File: config.mk
export PLATFORM = sky130hd
export DESIGN_NAME = led_fade_pulse_engine
export DESIGN_NICKNAME = d
export VERILOG_FILES = /design/src/hdl/lfp_pkg.sv /design/src/hdl/lfp_mod_unit.sv /design/src/hdl/lfp_interp.sv /design/src/hdl/led_fade_pulse_engine.sv
export SDC_FILE = /design/constraint.sdc
export NUM_CORES = 1
export LEC_CHECK = 0
export BUFFER_PORTS_ARGS = -buffer_cell sky130_fd_sc_hd__buf_2
export CAP_MARGIN = 0
export CORE_ASPECT_RATIO = 0.7
export CORE_MARGIN = 1.5
export CORE_UTILIZATION = 41
export DETAILED_ROUTE_END_ITERATION = 16
export PLACE_DENSITY_LB_ADDON = 0.05
export SYNTH_ARGS = -nofsm -noshare
export SYNTH_HDL_FRONTEND = slang
export SYNTH_SLANG_ARGS = --single-unit
File: constraint.sdc
create_clock -name clock -period 5.7 [get_ports clock]
set_clock_uncertainty 0.15 [all_clocks]
set_input_delay 0.285 -clock clock [delete_from_list [all_inputs] [get_ports clock]]
set_output_delay 0.285 -clock clock [all_outputs]
set_load 0.02 [all_outputs]
File: src/hdl/lfp_pkg.sv
// shared constants and types of the led fade and pulse engine
package lfp_pkg;

   localparam int TIME_BITS_DEF  = 32;
   localparam int LEVEL_BITS_DEF = 8;
   localparam int DUR_BITS       = 16;
   localparam int CSR_IDX_BITS   = 3;
   localparam int CSR_DATA_BITS  = 16;

   localparam int FADE_MS_RST    = 180;
   localparam int PERIOD_RST     = 1000;
   localparam int PERIOD_MIN     = 2;
   localparam int PULSE_HIGH_RST = 255;

   typedef enum logic [1:0] {
      REQ_TICK,
      REQ_FADE,
      REQ_SET,
      REQ_PULSE
   } req_code_type;

   typedef enum logic [CSR_IDX_BITS-1:0] {
      CSR_ANALOG_MODE,
      CSR_DEFAULT_FADE,
      CSR_PULSE_LOW,
      CSR_PULSE_HIGH,
      CSR_PULSE_PERIOD
   } csr_index_type;

endpackage

File: src/hdl/lfp_mod_unit.sv
// bit-serial remainder of the millisecond counter by the pulse period
module lfp_mod_unit #(
   parameter int TIME_BITS = lfp_pkg::TIME_BITS_DEF
) (
   input  logic                         clock,
   input  logic                         reset,
   input  logic                         start,
   input  logic [TIME_BITS-1:0]         dividend,
   input  logic [lfp_pkg::DUR_BITS-1:0] divisor,
   output logic                         done,
   output logic [lfp_pkg::DUR_BITS-1:0] remainder
);

   localparam int DW = lfp_pkg::DUR_BITS;
   localparam int CW = $clog2(TIME_BITS);
   localparam logic [CW-1:0] LAST = CW'(TIME_BITS - 1);

   typedef enum logic {M_IDLE, M_RUN} state_type;

   state_type         state_ff;
   logic [TIME_BITS-1:0] shf_ff;
   logic [DW-1:0]     rem_ff;
   logic [DW-1:0]     div_ff;
   logic [CW-1:0]     cnt_ff;
   logic              done_ff;

   logic [DW:0]       trial;
   logic              fits;
   logic [DW-1:0]     rem_in;

   // one dividend bit shifted in per cycle
   always_comb begin
      trial  = {rem_ff, shf_ff[TIME_BITS-1]};
      fits   = trial >= {1'b0, div_ff};
      rem_in = fits ? DW'(trial - {1'b0, div_ff}) : DW'(trial);
   end

   always_ff @(posedge clock) begin
      if (reset) begin
         state_ff <= M_IDLE;
         done_ff  <= 1'b0;
         cnt_ff   <= '0;
      end else begin
         done_ff <= 1'b0;
         case (state_ff)
            M_IDLE: begin
               if (start) begin
                  shf_ff   <= dividend;
                  div_ff   <= divisor;
                  rem_ff   <= '0;
                  cnt_ff   <= '0;
                  state_ff <= M_RUN;
               end
            end
            M_RUN: begin
               rem_ff <= rem_in;
               shf_ff <= shf_ff << 1;
               cnt_ff <= cnt_ff + CW'(1);
               if (cnt_ff == LAST) begin
                  done_ff  <= 1'b1;
                  state_ff <= M_IDLE;
               end
            end
            default: state_ff <= M_IDLE;
         endcase
      end
   end

   assign done      = done_ff;
   assign remainder = rem_ff;

endmodule

File: src/hdl/lfp_interp.sv
// serial interpolation a + (b - a) * num / den, floor upward and ceiling downward
module lfp_interp #(
   parameter int LEVEL_BITS = lfp_pkg::LEVEL_BITS_DEF
) (
   input  logic                         clock,
   input  logic                         reset,
   input  logic                         start,
   input  logic [LEVEL_BITS-1:0]        a,
   input  logic [LEVEL_BITS-1:0]        b,
   input  logic [lfp_pkg::DUR_BITS-1:0] num,
   input  logic [lfp_pkg::DUR_BITS-1:0] den,
   output logic                         done,
   output logic [LEVEL_BITS-1:0]        result
);

   localparam int DW = lfp_pkg::DUR_BITS;
   localparam int AW = LEVEL_BITS + DW;
   localparam int CW = $clog2(LEVEL_BITS);
   localparam logic [CW-1:0] LAST = CW'(LEVEL_BITS - 1);

   typedef enum logic [1:0] {I_IDLE, I_MUL, I_DIV, I_FIN} state_type;

   state_type             state_ff;
   logic [CW-1:0]         cnt_ff;
   logic [LEVEL_BITS-1:0] base_ff;
   logic                  desc_ff;
   logic [LEVEL_BITS-1:0] dig_ff;
   logic [DW-1:0]         num_ff;
   logic [AW-1:0]         den_sh_ff;
   logic [AW-1:0]         acc_ff;
   logic [LEVEL_BITS-1:0] quo_ff;
   logic                  done_ff;
   logic [LEVEL_BITS-1:0] result_ff;

   logic [AW-1:0]         acc_mul;
   logic                  fits;
   logic [AW-1:0]         acc_sub;
   logic                  round_up;

   always_comb begin
      // multiply one bit of the level span per cycle, msb first
      acc_mul  = (acc_ff << 1) + (dig_ff[LEVEL_BITS-1] ? AW'(num_ff) : '0);
      fits     = acc_ff >= den_sh_ff;
      acc_sub  = acc_ff - den_sh_ff;
      round_up = desc_ff && (acc_ff != '0);
   end

   always_ff @(posedge clock) begin
      if (reset) begin
         state_ff <= I_IDLE;
         done_ff  <= 1'b0;
         cnt_ff   <= '0;
      end else begin
         done_ff <= 1'b0;
         case (state_ff)
            I_IDLE: begin
               if (start) begin
                  base_ff   <= a;
                  desc_ff   <= a > b;
                  dig_ff    <= (b >= a) ? b - a : a - b;
                  num_ff    <= num;
                  den_sh_ff <= AW'(den) << (LEVEL_BITS - 1);
                  acc_ff    <= '0;
                  cnt_ff    <= '0;
                  state_ff  <= I_MUL;
               end
            end
            I_MUL: begin
               acc_ff <= acc_mul;
               dig_ff <= dig_ff << 1;
               cnt_ff <= cnt_ff + CW'(1);
               if (cnt_ff == LAST) begin
                  cnt_ff   <= '0;
                  state_ff <= I_DIV;
               end
            end
            I_DIV: begin
               if (fits) begin
                  acc_ff <= acc_sub;
               end
               quo_ff    <= {quo_ff[LEVEL_BITS-2:0], fits};
               den_sh_ff <= den_sh_ff >> 1;
               cnt_ff    <= cnt_ff + CW'(1);
               if (cnt_ff == LAST) begin
                  state_ff <= I_FIN;
               end
            end
            I_FIN: begin
               // a leftover remainder rounds a falling ramp down, away from the start
               result_ff <= desc_ff ? base_ff - quo_ff - LEVEL_BITS'(round_up)
                                    : base_ff + quo_ff;
               done_ff   <= 1'b1;
               state_ff  <= I_IDLE;
            end
            default: state_ff <= I_IDLE;
         endcase
      end
   end

   assign done   = done_ff;
   assign result = result_ff;

endmodule

File: src/hdl/led_fade_pulse_engine.sv
// led brightness engine: fades, on/off switching and a breathing pulse
//
// Words enter on the req_ channel (valid/stall): a tick advances time by one
// millisecond, the others start a fade, switch the led on or off, or enable
// the pulse. Every request word gives exactly one rsp_ word with the level,
// the pin state, the lit flag and whether a fade is still running.
// Registers are written on the csr_ channel (valid/ready) while idle.
// Each level interpolation runs in the shared serial interpolator, and a
// request needs none, one or two of them. The time remainder is kept
// incrementally; after a write of the pulse period the next request first
// passes through the bit-serial remainder unit. One request is processed
// at a time.
// A finished word sits in the output register: the next request is taken
// while rsp_stall holds it, and that request completes only once the
// output register is free.
// Synchronous reset clears the control state, not the request and response data,
// and loads the register defaults (analog, 180 ms fade, pulse 0 to 255 over 1000 ms).
module led_fade_pulse_engine #(
   parameter int TIME_BITS  = lfp_pkg::TIME_BITS_DEF,
   parameter int LEVEL_BITS = lfp_pkg::LEVEL_BITS_DEF
) (
   input  logic                              clock,
   input  logic                              reset,
   input  logic                              req_valid,
   output logic                              req_stall,
   input  logic [1:0]                        req_type,
   input  logic [LEVEL_BITS-1:0]             req_target_level,
   input  logic [lfp_pkg::DUR_BITS-1:0]      req_fade_ms,
   input  logic                              req_switch_on,
   output logic                              rsp_valid,
   input  logic                              rsp_stall,
   output logic [LEVEL_BITS-1:0]             rsp_level,
   output logic                              rsp_pin_high,
   output logic                              rsp_lit,
   output logic                              rsp_fading,
   input  logic                              csr_valid,
   output logic                              csr_ready,
   input  logic [lfp_pkg::CSR_IDX_BITS-1:0]  csr_index,
   input  logic [lfp_pkg::CSR_DATA_BITS-1:0] csr_wdata
);

   localparam int DW = lfp_pkg::DUR_BITS;
   localparam logic [LEVEL_BITS-1:0] LEVEL_MAX = '1;
   localparam logic [DW-1:0] PERIOD_MIN = DW'(lfp_pkg::PERIOD_MIN);

   typedef enum logic [2:0] {
      ST_IDLE, ST_DISP, ST_MOD, ST_EVAL, ST_INTERP, ST_FIN
   } state_type;

   state_type             state_ff;
   logic [TIME_BITS-1:0]  now_ff;
   logic [DW-1:0]         mod_ff;
   logic                  mod_ok_ff;
   logic [DW-1:0]         el_ff;
   logic [DW-1:0]         dur_ff;
   logic [LEVEL_BITS-1:0] start_lvl_ff;
   logic [LEVEL_BITS-1:0] end_lvl_ff;
   logic [LEVEL_BITS-1:0] cur_lvl_ff;
   logic                  armed_ff;
   logic                  lit_ff;
   logic                  pulse_en_ff;
   logic                  pin_ff;
   logic                  analog_ff;
   logic [DW-1:0]         dflt_fade_ff;
   logic [LEVEL_BITS-1:0] plow_ff;
   logic [LEVEL_BITS-1:0] phigh_ff;
   logic [DW-1:0]         period_ff;
   lfp_pkg::req_code_type op_ff;
   logic [LEVEL_BITS-1:0] target_ff;
   logic [DW-1:0]         fade_ff;
   logic                  sw_ff;
   logic [1:0]            evals_ff;
   logic                  lit_fix_ff;
   logic                  rsp_valid_ff;
   logic [LEVEL_BITS-1:0] rsp_level_ff;
   logic                  rsp_pin_ff;
   logic                  rsp_lit_ff;
   logic                  rsp_fading_ff;

   logic                  req_fire;
   logic                  csr_fire;
   logic [DW-1:0]         p_eff;
   logic [DW-1:0]         p_half;
   logic [TIME_BITS-1:0]  now_inc;
   logic [DW-1:0]         mod_inc;
   logic [DW-1:0]         mod_tick;
   logic                  armed_v;
   logic                  in_fade;
   logic                  use_pulse;
   logic [DW-1:0]         tri_t;
   logic                  dig_on;
   logic [DW-1:0]         pul_rem;
   logic                  pul_low_side;
   logic                  pulse_change;
   logic                  sf_go;
   logic [LEVEL_BITS-1:0] sf_target;
   logic [DW-1:0]         sf_dur;
   logic [1:0]            evals_disp;
   logic                  eval_last;
   logic                  out_free;

   logic                  mod_start;
   logic                  mod_done;
   logic [DW-1:0]         mod_res;
   logic                  interp_start;
   logic [LEVEL_BITS-1:0] ia;
   logic [LEVEL_BITS-1:0] ib;
   logic [DW-1:0]         inum;
   logic [DW-1:0]         iden;
   logic                  interp_done;
   logic [LEVEL_BITS-1:0] interp_res;

   assign req_stall = state_ff != ST_IDLE;
   assign csr_ready = state_ff == ST_IDLE;
   assign req_fire  = req_valid && !req_stall;
   assign csr_fire  = csr_valid && csr_ready;
   assign out_free  = !rsp_valid_ff || !rsp_stall;

   always_comb begin
      p_eff    = (period_ff < PERIOD_MIN) ? PERIOD_MIN : period_ff;
      p_half   = p_eff >> 1;
      now_inc  = now_ff + TIME_BITS'(1);
      mod_inc  = mod_ff + DW'(1);
      mod_tick = (mod_inc == p_eff) ? '0 : mod_inc;
      // a fade whose time is used up is dropped before anything looks at it
      armed_v   = armed_ff && (el_ff < dur_ff);
      in_fade   = armed_v && (cur_lvl_ff != end_lvl_ff);
      use_pulse = pulse_en_ff && !in_fade;
      // triangle position folded at half the period
      tri_t  = (mod_ff > p_half) ? p_eff - mod_ff : mod_ff;
      dig_on = {mod_ff, 1'b0} < {1'b0, p_eff};
      pul_rem      = p_eff - mod_ff;
      pul_low_side = pul_rem < p_half;
      pulse_change = !pulse_en_ff && sw_ff;
      eval_last    = evals_ff == 2'd1;
   end

   // what the request starts once time is settled
   always_comb begin
      sf_go      = 1'b0;
      sf_target  = target_ff;
      sf_dur     = fade_ff;
      evals_disp = 2'd0;
      case (op_ff)
         lfp_pkg::REQ_TICK: begin
            evals_disp = 2'd1;
         end
         lfp_pkg::REQ_FADE: begin
            sf_go      = 1'b1;
            evals_disp = 2'd1;
         end
         lfp_pkg::REQ_SET: begin
            sf_go      = analog_ff;
            sf_target  = sw_ff ? LEVEL_MAX : '0;
            sf_dur     = dflt_fade_ff;
            evals_disp = analog_ff ? 2'd1 : 2'd0;
         end
         lfp_pkg::REQ_PULSE: begin
            // head for the nearer pulse bound first
            sf_go      = analog_ff && pulse_change;
            sf_target  = pul_low_side ? plow_ff : phigh_ff;
            sf_dur     = pul_low_side ? pul_rem : pul_rem - p_half;
            evals_disp = pulse_change ? (analog_ff ? 2'd2 : 2'd1) : 2'd0;
         end
         default: evals_disp = 2'd0;
      endcase
   end

   always_comb begin
      ia   = use_pulse ? plow_ff  : start_lvl_ff;
      ib   = use_pulse ? phigh_ff : end_lvl_ff;
      inum = use_pulse ? tri_t << 1 : el_ff;
      iden = use_pulse ? p_eff : dur_ff;
   end

   assign mod_start    = (state_ff == ST_DISP) && !mod_ok_ff;
   assign interp_start = (state_ff == ST_EVAL) && analog_ff && (use_pulse || armed_v);

   lfp_mod_unit #(
      .TIME_BITS (TIME_BITS)
   ) u_mod (
      .clock     (clock),
      .reset     (reset),
      .start     (mod_start),
      .dividend  (now_ff),
      .divisor   (p_eff),
      .done      (mod_done),
      .remainder (mod_res)
   );

   lfp_interp #(
      .LEVEL_BITS (LEVEL_BITS)
   ) u_interp (
      .clock  (clock),
      .reset  (reset),
      .start  (interp_start),
      .a      (ia),
      .b      (ib),
      .num    (inum),
      .den    (iden),
      .done   (interp_done),
      .result (interp_res)
   );

   always_ff @(posedge clock) begin
      if (reset) begin
         state_ff     <= ST_IDLE;
         now_ff       <= '0;
         mod_ff       <= '0;
         mod_ok_ff    <= 1'b1;
         el_ff        <= '0;
         dur_ff       <= '0;
         start_lvl_ff <= '0;
         end_lvl_ff   <= '0;
         cur_lvl_ff   <= '0;
         armed_ff     <= 1'b0;
         lit_ff       <= 1'b0;
         pulse_en_ff  <= 1'b0;
         pin_ff       <= 1'b0;
         analog_ff    <= 1'b1;
         dflt_fade_ff <= DW'(lfp_pkg::FADE_MS_RST);
         plow_ff      <= '0;
         phigh_ff     <= LEVEL_BITS'(lfp_pkg::PULSE_HIGH_RST);
         period_ff    <= DW'(lfp_pkg::PERIOD_RST);
         evals_ff     <= 2'd0;
         lit_fix_ff   <= 1'b0;
         rsp_valid_ff <= 1'b0;
      end else begin
         if (rsp_valid_ff && !rsp_stall) begin
            rsp_valid_ff <= 1'b0;
         end
         case (state_ff)
            ST_IDLE: begin
               if (req_fire) begin
                  op_ff     <= lfp_pkg::req_code_type'(req_type);
                  target_ff <= req_target_level;
                  fade_ff   <= req_fade_ms;
                  sw_ff     <= req_switch_on;
                  if (lfp_pkg::req_code_type'(req_type) == lfp_pkg::REQ_TICK) begin
                     now_ff <= now_inc;
                     if (armed_ff) begin
                        el_ff <= el_ff + DW'(1);
                     end
                     // counter wrap restarts the pulse phase at zero
                     if (now_inc == '0) begin
                        mod_ff    <= '0;
                        mod_ok_ff <= 1'b1;
                     end else begin
                        mod_ff <= mod_tick;
                     end
                  end
                  state_ff <= ST_DISP;
               end
               if (csr_fire) begin
                  case (lfp_pkg::csr_index_type'(csr_index))
                     lfp_pkg::CSR_ANALOG_MODE:  analog_ff    <= csr_wdata[0];
                     lfp_pkg::CSR_DEFAULT_FADE: dflt_fade_ff <= csr_wdata[DW-1:0];
                     lfp_pkg::CSR_PULSE_LOW:    plow_ff      <= csr_wdata[LEVEL_BITS-1:0];
                     lfp_pkg::CSR_PULSE_HIGH:   phigh_ff     <= csr_wdata[LEVEL_BITS-1:0];
                     lfp_pkg::CSR_PULSE_PERIOD: begin
                        period_ff <= csr_wdata[DW-1:0];
                        mod_ok_ff <= 1'b0;
                     end
                     default: ;
                  endcase
               end
            end
            ST_DISP: begin
               if (!mod_ok_ff) begin
                  state_ff <= ST_MOD;
               end else begin
                  if (sf_go) begin
                     start_lvl_ff <= cur_lvl_ff;
                     end_lvl_ff   <= sf_target;
                     el_ff        <= '0;
                     dur_ff       <= sf_dur;
                     armed_ff     <= 1'b1;
                  end
                  if (op_ff == lfp_pkg::REQ_SET) begin
                     lit_ff <= sw_ff;
                     if (!analog_ff) begin
                        pin_ff <= sw_ff;
                     end
                  end
                  if (op_ff == lfp_pkg::REQ_PULSE) begin
                     pulse_en_ff <= sw_ff;
                  end
                  evals_ff   <= evals_disp;
                  lit_fix_ff <= sf_go;
                  state_ff   <= (evals_disp != 2'd0) ? ST_EVAL : ST_FIN;
               end
            end
            ST_MOD: begin
               if (mod_done) begin
                  mod_ff    <= mod_res;
                  mod_ok_ff <= 1'b1;
                  state_ff  <= ST_DISP;
               end
            end
            ST_EVAL: begin
               armed_ff <= armed_v;
               if (analog_ff && (use_pulse || armed_v)) begin
                  state_ff <= ST_INTERP;
               end else begin
                  if (!analog_ff) begin
                     // digital pulse: pin high for the first half of the period
                     if (pulse_en_ff) begin
                        lit_ff <= dig_on;
                        pin_ff <= dig_on;
                     end
                  end else begin
                     cur_lvl_ff <= end_lvl_ff;
                  end
                  evals_ff <= evals_ff - 2'd1;
                  if (lit_fix_ff) begin
                     lit_ff     <= end_lvl_ff[LEVEL_BITS-1];
                     lit_fix_ff <= 1'b0;
                  end
                  state_ff <= eval_last ? ST_FIN : ST_EVAL;
               end
            end
            ST_INTERP: begin
               if (interp_done) begin
                  cur_lvl_ff <= interp_res;
                  evals_ff   <= evals_ff - 2'd1;
                  if (lit_fix_ff) begin
                     lit_ff     <= end_lvl_ff[LEVEL_BITS-1];
                     lit_fix_ff <= 1'b0;
                  end
                  state_ff <= eval_last ? ST_FIN : ST_EVAL;
               end
            end
            ST_FIN: begin
               if (out_free) begin
                  armed_ff      <= armed_v;
                  rsp_valid_ff  <= 1'b1;
                  rsp_level_ff  <= cur_lvl_ff;
                  rsp_pin_ff    <= analog_ff ? cur_lvl_ff[LEVEL_BITS-1] : pin_ff;
                  rsp_lit_ff    <= lit_ff;
                  rsp_fading_ff <= in_fade;
                  state_ff      <= ST_IDLE;
               end
            end
            default: state_ff <= ST_IDLE;
         endcase
      end
   end

   assign rsp_valid    = rsp_valid_ff;
   assign rsp_level    = rsp_level_ff;
   assign rsp_pin_high = rsp_pin_ff;
   assign rsp_lit      = rsp_lit_ff;
   assign rsp_fading   = rsp_fading_ff;

endmodule

# After elaboration in Yosys (flattened, before gate mapping)

Cells that the tools add are included.

Add/subtract/negate cells: 16
Order comparisons: 9
Eq/ne operators: 42
Mux-type cells: 107
Bitwise logic cells: 2
Reductions and logical operators: 70

Operators by type and width:

| kind                                                                     | number |
|---|---|
| 16-bit two-way mux                                                       | 17 |
| 16-bit one-hot mux with 2 select lines                                   | 4 |
| 8-bit two-way mux                                                        | 10 |
| 24-bit two-way mux                                                       | 3 |
| 24-bit one-hot mux with 3 select lines                                   | 1 |
| 32-bit one-hot mux with 2 select lines                                   | 1 |
| 24-bit one-hot mux with 2 select lines                                   | 1 |
| 8-bit one-hot mux with 2 select lines                                    | 3 |
| 3-bit AND reduction                                                      | 15 |
| 1-bit two-way mux                                                        | 33 |
| 16-bit by 1-bit adder with 16-bit output (second input constant)         | 2 |
| 32-bit by 1-bit adder with 32-bit output (second input constant)         | 1 |
| 32-bit logical NOT                                                       | 1 |
| 32-bit two-way mux                                                       | 1 |
| 16-bit subtractor                                                        | 2 |
| 3-bit two-way mux                                                        | 10 |
| 24-bit adder                                                             | 1 |
| 24-bit greater-or-equal comparator                                       | 1 |
| 4-bit AND reduction                                                      | 6 |
| 24-bit nonzero test                                                      | 1 |
| 24-bit subtractor                                                        | 1 |
| 8-bit subtractor                                                         | 3 |
| 2-bit inequality test (second input constant)                            | 11 |
| 2-bit by 1-bit inequality test with 1-bit output (second input constant) | 9 |
| other kinds (46)                                                         | 108 |

Flip-flop bits (word level): 377
Bits of input ports: 51
Logic and storage cells: 293

# Logic depth before layout (Yosys ltp)

Depth in word-level cells: 10
Mapped depth: 25
Depth with buffers taken out: 23

# Hierarchy

Synthesis repeated with hierarchy kept, for this count alone.

Cells, all modules: 2614
Area, all modules: 24199.5 um^2

Modules (own cells, without submodules):

| module                | times used | cells each | area an instance (um^2) | sequential area each (um^2) |
|---|---|---|---|---|
| led_fade_pulse_engine | 1          | 1577       | 12949.9                 | 4444.3 |
| lfp_interp            | 1          | 739        | 7508.5                  | 3002.9 |
| lfp_mod_unit          | 1          | 298        | 3741.1                  | 2062.0 |

# Least setup slack after synthesis

OpenSTA, ideal clock, no wires.

Path kind: flip-flop to flip-flop
Start point: reg dur_ff[6]
End point: reg u_interp.dig_ff[7] (data pin)
Arrival: 5.159 ns
Setup slack: 0.130 ns
Stages on the path, launching flop included: 26
Path buffers: 2
Clock period less this slack: 5.570 ns
Path through: dfxtp_1 -> inv_1 -> ha_1 -> a21o_1 -> a21oi_1 -> o21a_1 -> a21oi_1 -> a211oi_1 -> a21boi_0 -> nand2b_1 -> clkbuf_1 -> buf_2 -> mux2_2 -> inv_1 -> ha_1 -> inv_1 -> fa_1 -> and3_1 -> o21ai_1 -> a21oi_1 -> a2111oi_4 -> mux2_2 -> a31oi_1 -> o311ai_1 -> mux2i_1 -> nand3_1

Word-level cells in the longest chain between the ends: 10

RTL lines:

| item                                                                  | line                                                       | RTL |
|---|---|---|
| start: declaration                                                    | led_fade_pulse_engine.sv:55                                | `logic [DW-1:0] dur_ff;` |
| start signal: assignment                                              | led_fade_pulse_engine.sv:276                               | `dur_ff <= sf_dur;` |
| 16-bit less-than comparator (*)                                       | led_fade_pulse_engine.sv:126                               | `armed_v = armed_ff && (el_ff < dur_ff);` |
| 1-bit logical AND (*)                                                 | led_fade_pulse_engine.sv:126                               |  |
| 1-bit logical AND (*)                                                 | led_fade_pulse_engine.sv:127                               | `in_fade = armed_v && (cur_lvl_ff != end_lvl_ff);` |
| named net in_fade                                                     | led_fade_pulse_engine.sv:88                                | `logic in_fade;` |
| 1-bit logical NOT (*)                                                 | led_fade_pulse_engine.sv:128                               | `use_pulse = pulse_en_ff && !in_fade;` |
| 1-bit logical AND (*)                                                 | led_fade_pulse_engine.sv:128                               |  |
| 8-bit two-way mux (on tied branches)                                  | led_fade_pulse_engine.sv:170, led_fade_pulse_engine.sv:171 |  |
| 8-bit subtractor or 8-bit greater-or-equal comparator (tied branches) | lfp_interp.sv:60                                           | `dig_ff <= (b >= a) ? b - a : a - b;` |
| 8-bit two-way mux (*)                                                 | lfp_interp.sv:60                                           |  |
| 8-bit two-way mux (*)                                                 | lfp_interp.sv:57                                           | `if (start) begin` |
| 8-bit one-hot mux with 2 select lines (*)                             | lfp_interp.sv:55                                           | `case (state_ff)` |
| end signal: assignment                                                | lfp_interp.sv:60                                           |  |
| end signal: assignment                                                | lfp_interp.sv:70                                           | `dig_ff <= dig_ff << 1;` |
| end: declaration                                                      | lfp_interp.sv:27                                           | `logic [LEVEL_BITS-1:0] dig_ff;` |

Mark *: on every way through the listed nets, which the timed path passes. The rest lies on a longest branch. The select of a mux whose other input is x is not followed.
A chain may end at the register's enable or synchronous reset.

# Worst setup path after layout

Same ends and word-level chain as after synthesis.

==> summary.md <==
| Metric | Value |
|---|---|
| Status | finished, final reports clean |
| Syn nets | 2815 |
| Die height | 204 um |
| I/O Buffers | 64 |
| Comb power frac | 27.1% |
| Sw power | 2.57 mW |
| CP arrival | 5.69 ns |
| Final Hold Viols | 0 |
| Initial antenna violation count | 2 |
| Worst VDD drop | 0.194 mV |
| Core area | 57000 um^2 |
| Setup_tns | 0 ns |
| Final HPWL DP | 51.4 mm |
| Pwr Density | 301 nW/um^2 |
| Critical path required time | 5.87 ns |
| Max Cap Viol | 0 |
| Register bit total from synthesis | 376 |
| Final setup fails | 0 |
| Commonest non-fill, non-tap cell in the layout | nand2_1 |
| Vias in the first global route | 18514 |
| H-tree levels | 2 |
| Synth Flop Type | edfxtp_1 |
| Tmin final | 5.52 ns |
| Fin nets | 2895 |
| Die Wd | 290 um |
| Tot Pwr | 8.08 mW |
| GPL Wtd Cong | 0.909 |
| Synthesized area per cell | 9.15 um^2 |
| Final Core Density | 47.1% |
| Reg power frac | 38.3% |
| Synth Cell Area | 23700 um^2 |
| Element type at the critical path end | flip-flop |
| Synth warn | 0 |
| Async S/R FF share, synth | 0% |
| Post-synth EDFFs | 198 |
| ANT nets after route | 0 |
| CTS Buffer Depth | 3 |
| Yosys top cell by area | edfxtp_1 |
| Clk_lat worst skew | 0.58 ns |
| GRT Util Overall | 23.5% |
| CTS Sinks | 376 |
| F_max | 181 MHz |
| GRT overflow | 0 |
| Drt first pass iters | 6 |
| DRC Markers | 0 |
| Pin count of the biggest net entering global routing | 83 |
| Reg clk slew, reported paths | 0.07 ns |
| Top cells by area, synth | edfxtp_1 25%, dfxtp_1 15%, ha_1 8.7%, nand2_1 4.3%, mux2i_1 3.6% |
| Number of placed I/O pins | 65 |
| Worst-Margin Slew | 1.09 ns |
| Die area | 59300 um^2 |
| DR iter-0 viols | 1505 |
| Worst hold path class | primary input to flip-flop |
| Clock share of power | 34.6% |
| Initial core utilization | 41.6% |
| Root buf cell | clkbuf_16 |
| Rows | 73 |
| Cell count after synthesis | 2590 |
| Slew Limit Headroom | 27.0% |
| Leakage | 10.6 nW |
| First-pass GRT wire length | 110 mm |
| Layout cells sized above 1 | 10.8% |
| Vias post-DR | 19514 |
| Internal power | 5.51 mW |
| Synth cell types | 76 |
| Final Cycle Share | 96.9% |
| # fillers | 5485 |
| WHS Path Cells | 2 |
| Vias/cell | 5.65 |
| Top cell type's share of synthesized area | 25.1% |
| Register area share after synthesis | 40.1% |
| Hold WS | 0.0337 ns |
| Inserted Clock Buffers | 42 |
| Most frequent cells in the layout | 271 x nand2_1, 198 x edfxtp_1, 181 x nor2_1 |
| CTS tree | done |
| Setup crit start kind | flip-flop |
| Reg2Reg Depth | 25 |
| Switching share of power | 31.8% |
| Wirelength per Cell | 20.3 um |
| Max Slew Vio Count | 0 |
| Area Overhead vs Synth | 13.3% |
| Final WL | 70.3 mm |
| Kind of critical path | flip-flop to flip-flop |
| Max FO, Critical Path | 5 |
## power groups by stage
stage	combinational, mW	clock (mW)	sequential (mW)
after floorplan	1.51	0	3.09
after global placement	2.06	0	3.15
after detailed placement	2.08	0	3.15
after CTS	2.12	2.87	3.09
after global routing	2.39	2.97	3.11
final	2.19	2.80	3.09
## layout make-up
| class | count | area, um^2 | area share [%] |
|---|---|---|---|
| flip-flops and latches | 376 | 9510 | 35.4 |
| clock inverters | 18 | 208 | 0.773 |
| well taps | 750 | 938 | 3.49 |
| clock buffers | 58 | 1160 | 4.32 |
| inverters | 166 | 624 | 2.32 |
| diodes | 2 | 5.00 | 0.0186 |
| repair buffers | 172 | 1270 | 4.74 |
| multi-input cells | 1912 | 13100 | 48.9 |
## synthesized netlist by cell type, types with 10 or more instances
library cell and instances:
o21ai_0 141, dfxtp_1 178, nand4_1 49, xor2_1 67
nand2b_1 24, nor4_1 27, a311oi_1 11, o21a_1 20
nor2b_1 41, o22ai_1 19, inv_1 165, buf_2 20
ha_1 164, xnor2_1 87, and3_1 37, nor3_1 49
fa_1 10, mux2i_1 85, and2_1 32, edfxtp_1 198
nand3_1 59, clkbuf_1 108, nor2_1 183, o211ai_1 23
a21oi_1 158, or3_1 25, a31oi_1 32, a22oi_1 19
o21bai_1 15, mux2_2 59, a21o_1 41, a211oi_1 16
o221ai_1 12, nand2_1 271
## critical path: stages (launching register included)
cell and delay, ns:
dfxtp_1 0.34, inv_1 0.05, ha_1 0.29, a21o_1 0.19, a21oi_1 0.15, o21a_1 0.12
a21oi_1 0.08, a211oi_2 0.29, buf_4 0.17, a21boi_2 0.18, nand2b_4 0.17, mux2_2 0.36
inv_1 0.06, ha_1 0.13, inv_1 0.06, fa_1 0.39, and3_1 0.17, o21ai_1 0.16
a21oi_1 0.12, a2111oi_4 0.41, buf_4 0.22, mux2_2 0.38, a22oi_2 0.22, o311ai_2 0.14
mux2i_1 0.17, nand3_1 0.09
## state kept, by name, indices dropped and copies added (netlist names), 16 cells and up
name                flops
u_mod.shf_ff           32
u_interp.den_sh_ff     23
mod_ff                 16
dflt_fade_ff           16
fade_ff                16
el_ff                  16
u_interp.num_ff        16
u_mod.remainder        16
u_mod.div_ff           16
dur_ff                 16
u_interp.acc_ff        24
period_ff              16
now_ff                 32
## worst paths after layout
path | end | from | slack, ns
hold reg to reg | dflt_fade_ff[0] | dflt_fade_ff[0] | 0.31
hold / removal | pulse_en_ff | reset | 0.03
setup reg to reg | u_interp.dig_ff[7] | dur_ff[6] | 0.18
setup / recovery | u_interp.dig_ff[7] | dur_ff[6] | 0.18
## metrics by stage
step | setup slack [ns] | area, um^2 | instances
after detailed placement | -0.173 | 25000 | 3328
final | 0.179 | 26900 | 3454
after CTS | 0.0797 | 26800 | 3450
after global placement | -0.0238 | 25000 | 3328
after global routing | -0.0796 | 26900 | 3453
after floorplan | 0.130 | 23700 | 2590
## layer usage
layer,share of wire [%],routed length [um],GRT usage (%)
met1,52,36500,36.4
met2,41,28600,33.6
met3,5.3,3730,3.63
met4,2.0,1400,5.96
met5,0,0,0
## what timing repair did
item	4_1_cts	5_1_grt
resized for setup	1	12
buffers inserted	0	2
hold buffers	46	0
hold endpoints to repair	78	0
pin swaps	1	2
setup endpoints to repair	3	13
## kinds of logic (layout without fill, tap and decap cells)
| logic type | after synthesis | count (layout) | share of synthesized area (%) |
|---|---|---|---|
| compound gates | 596 | 596 | 16.1 |
| xor+xnor | 154 | 154 | 5.69 |
| fa+ha+maj | 174 | 174 | 9.50 |
| buf+inv | 302 | 414 | 4.96 |
| flops | 376 | 376 | 40.1 |
| mux | 144 | 144 | 6.39 |
| other cells | 0 | 2 | 0 |
| simple gates | 844 | 844 | 17.3 |
Power figures use the tool's default switching activity.
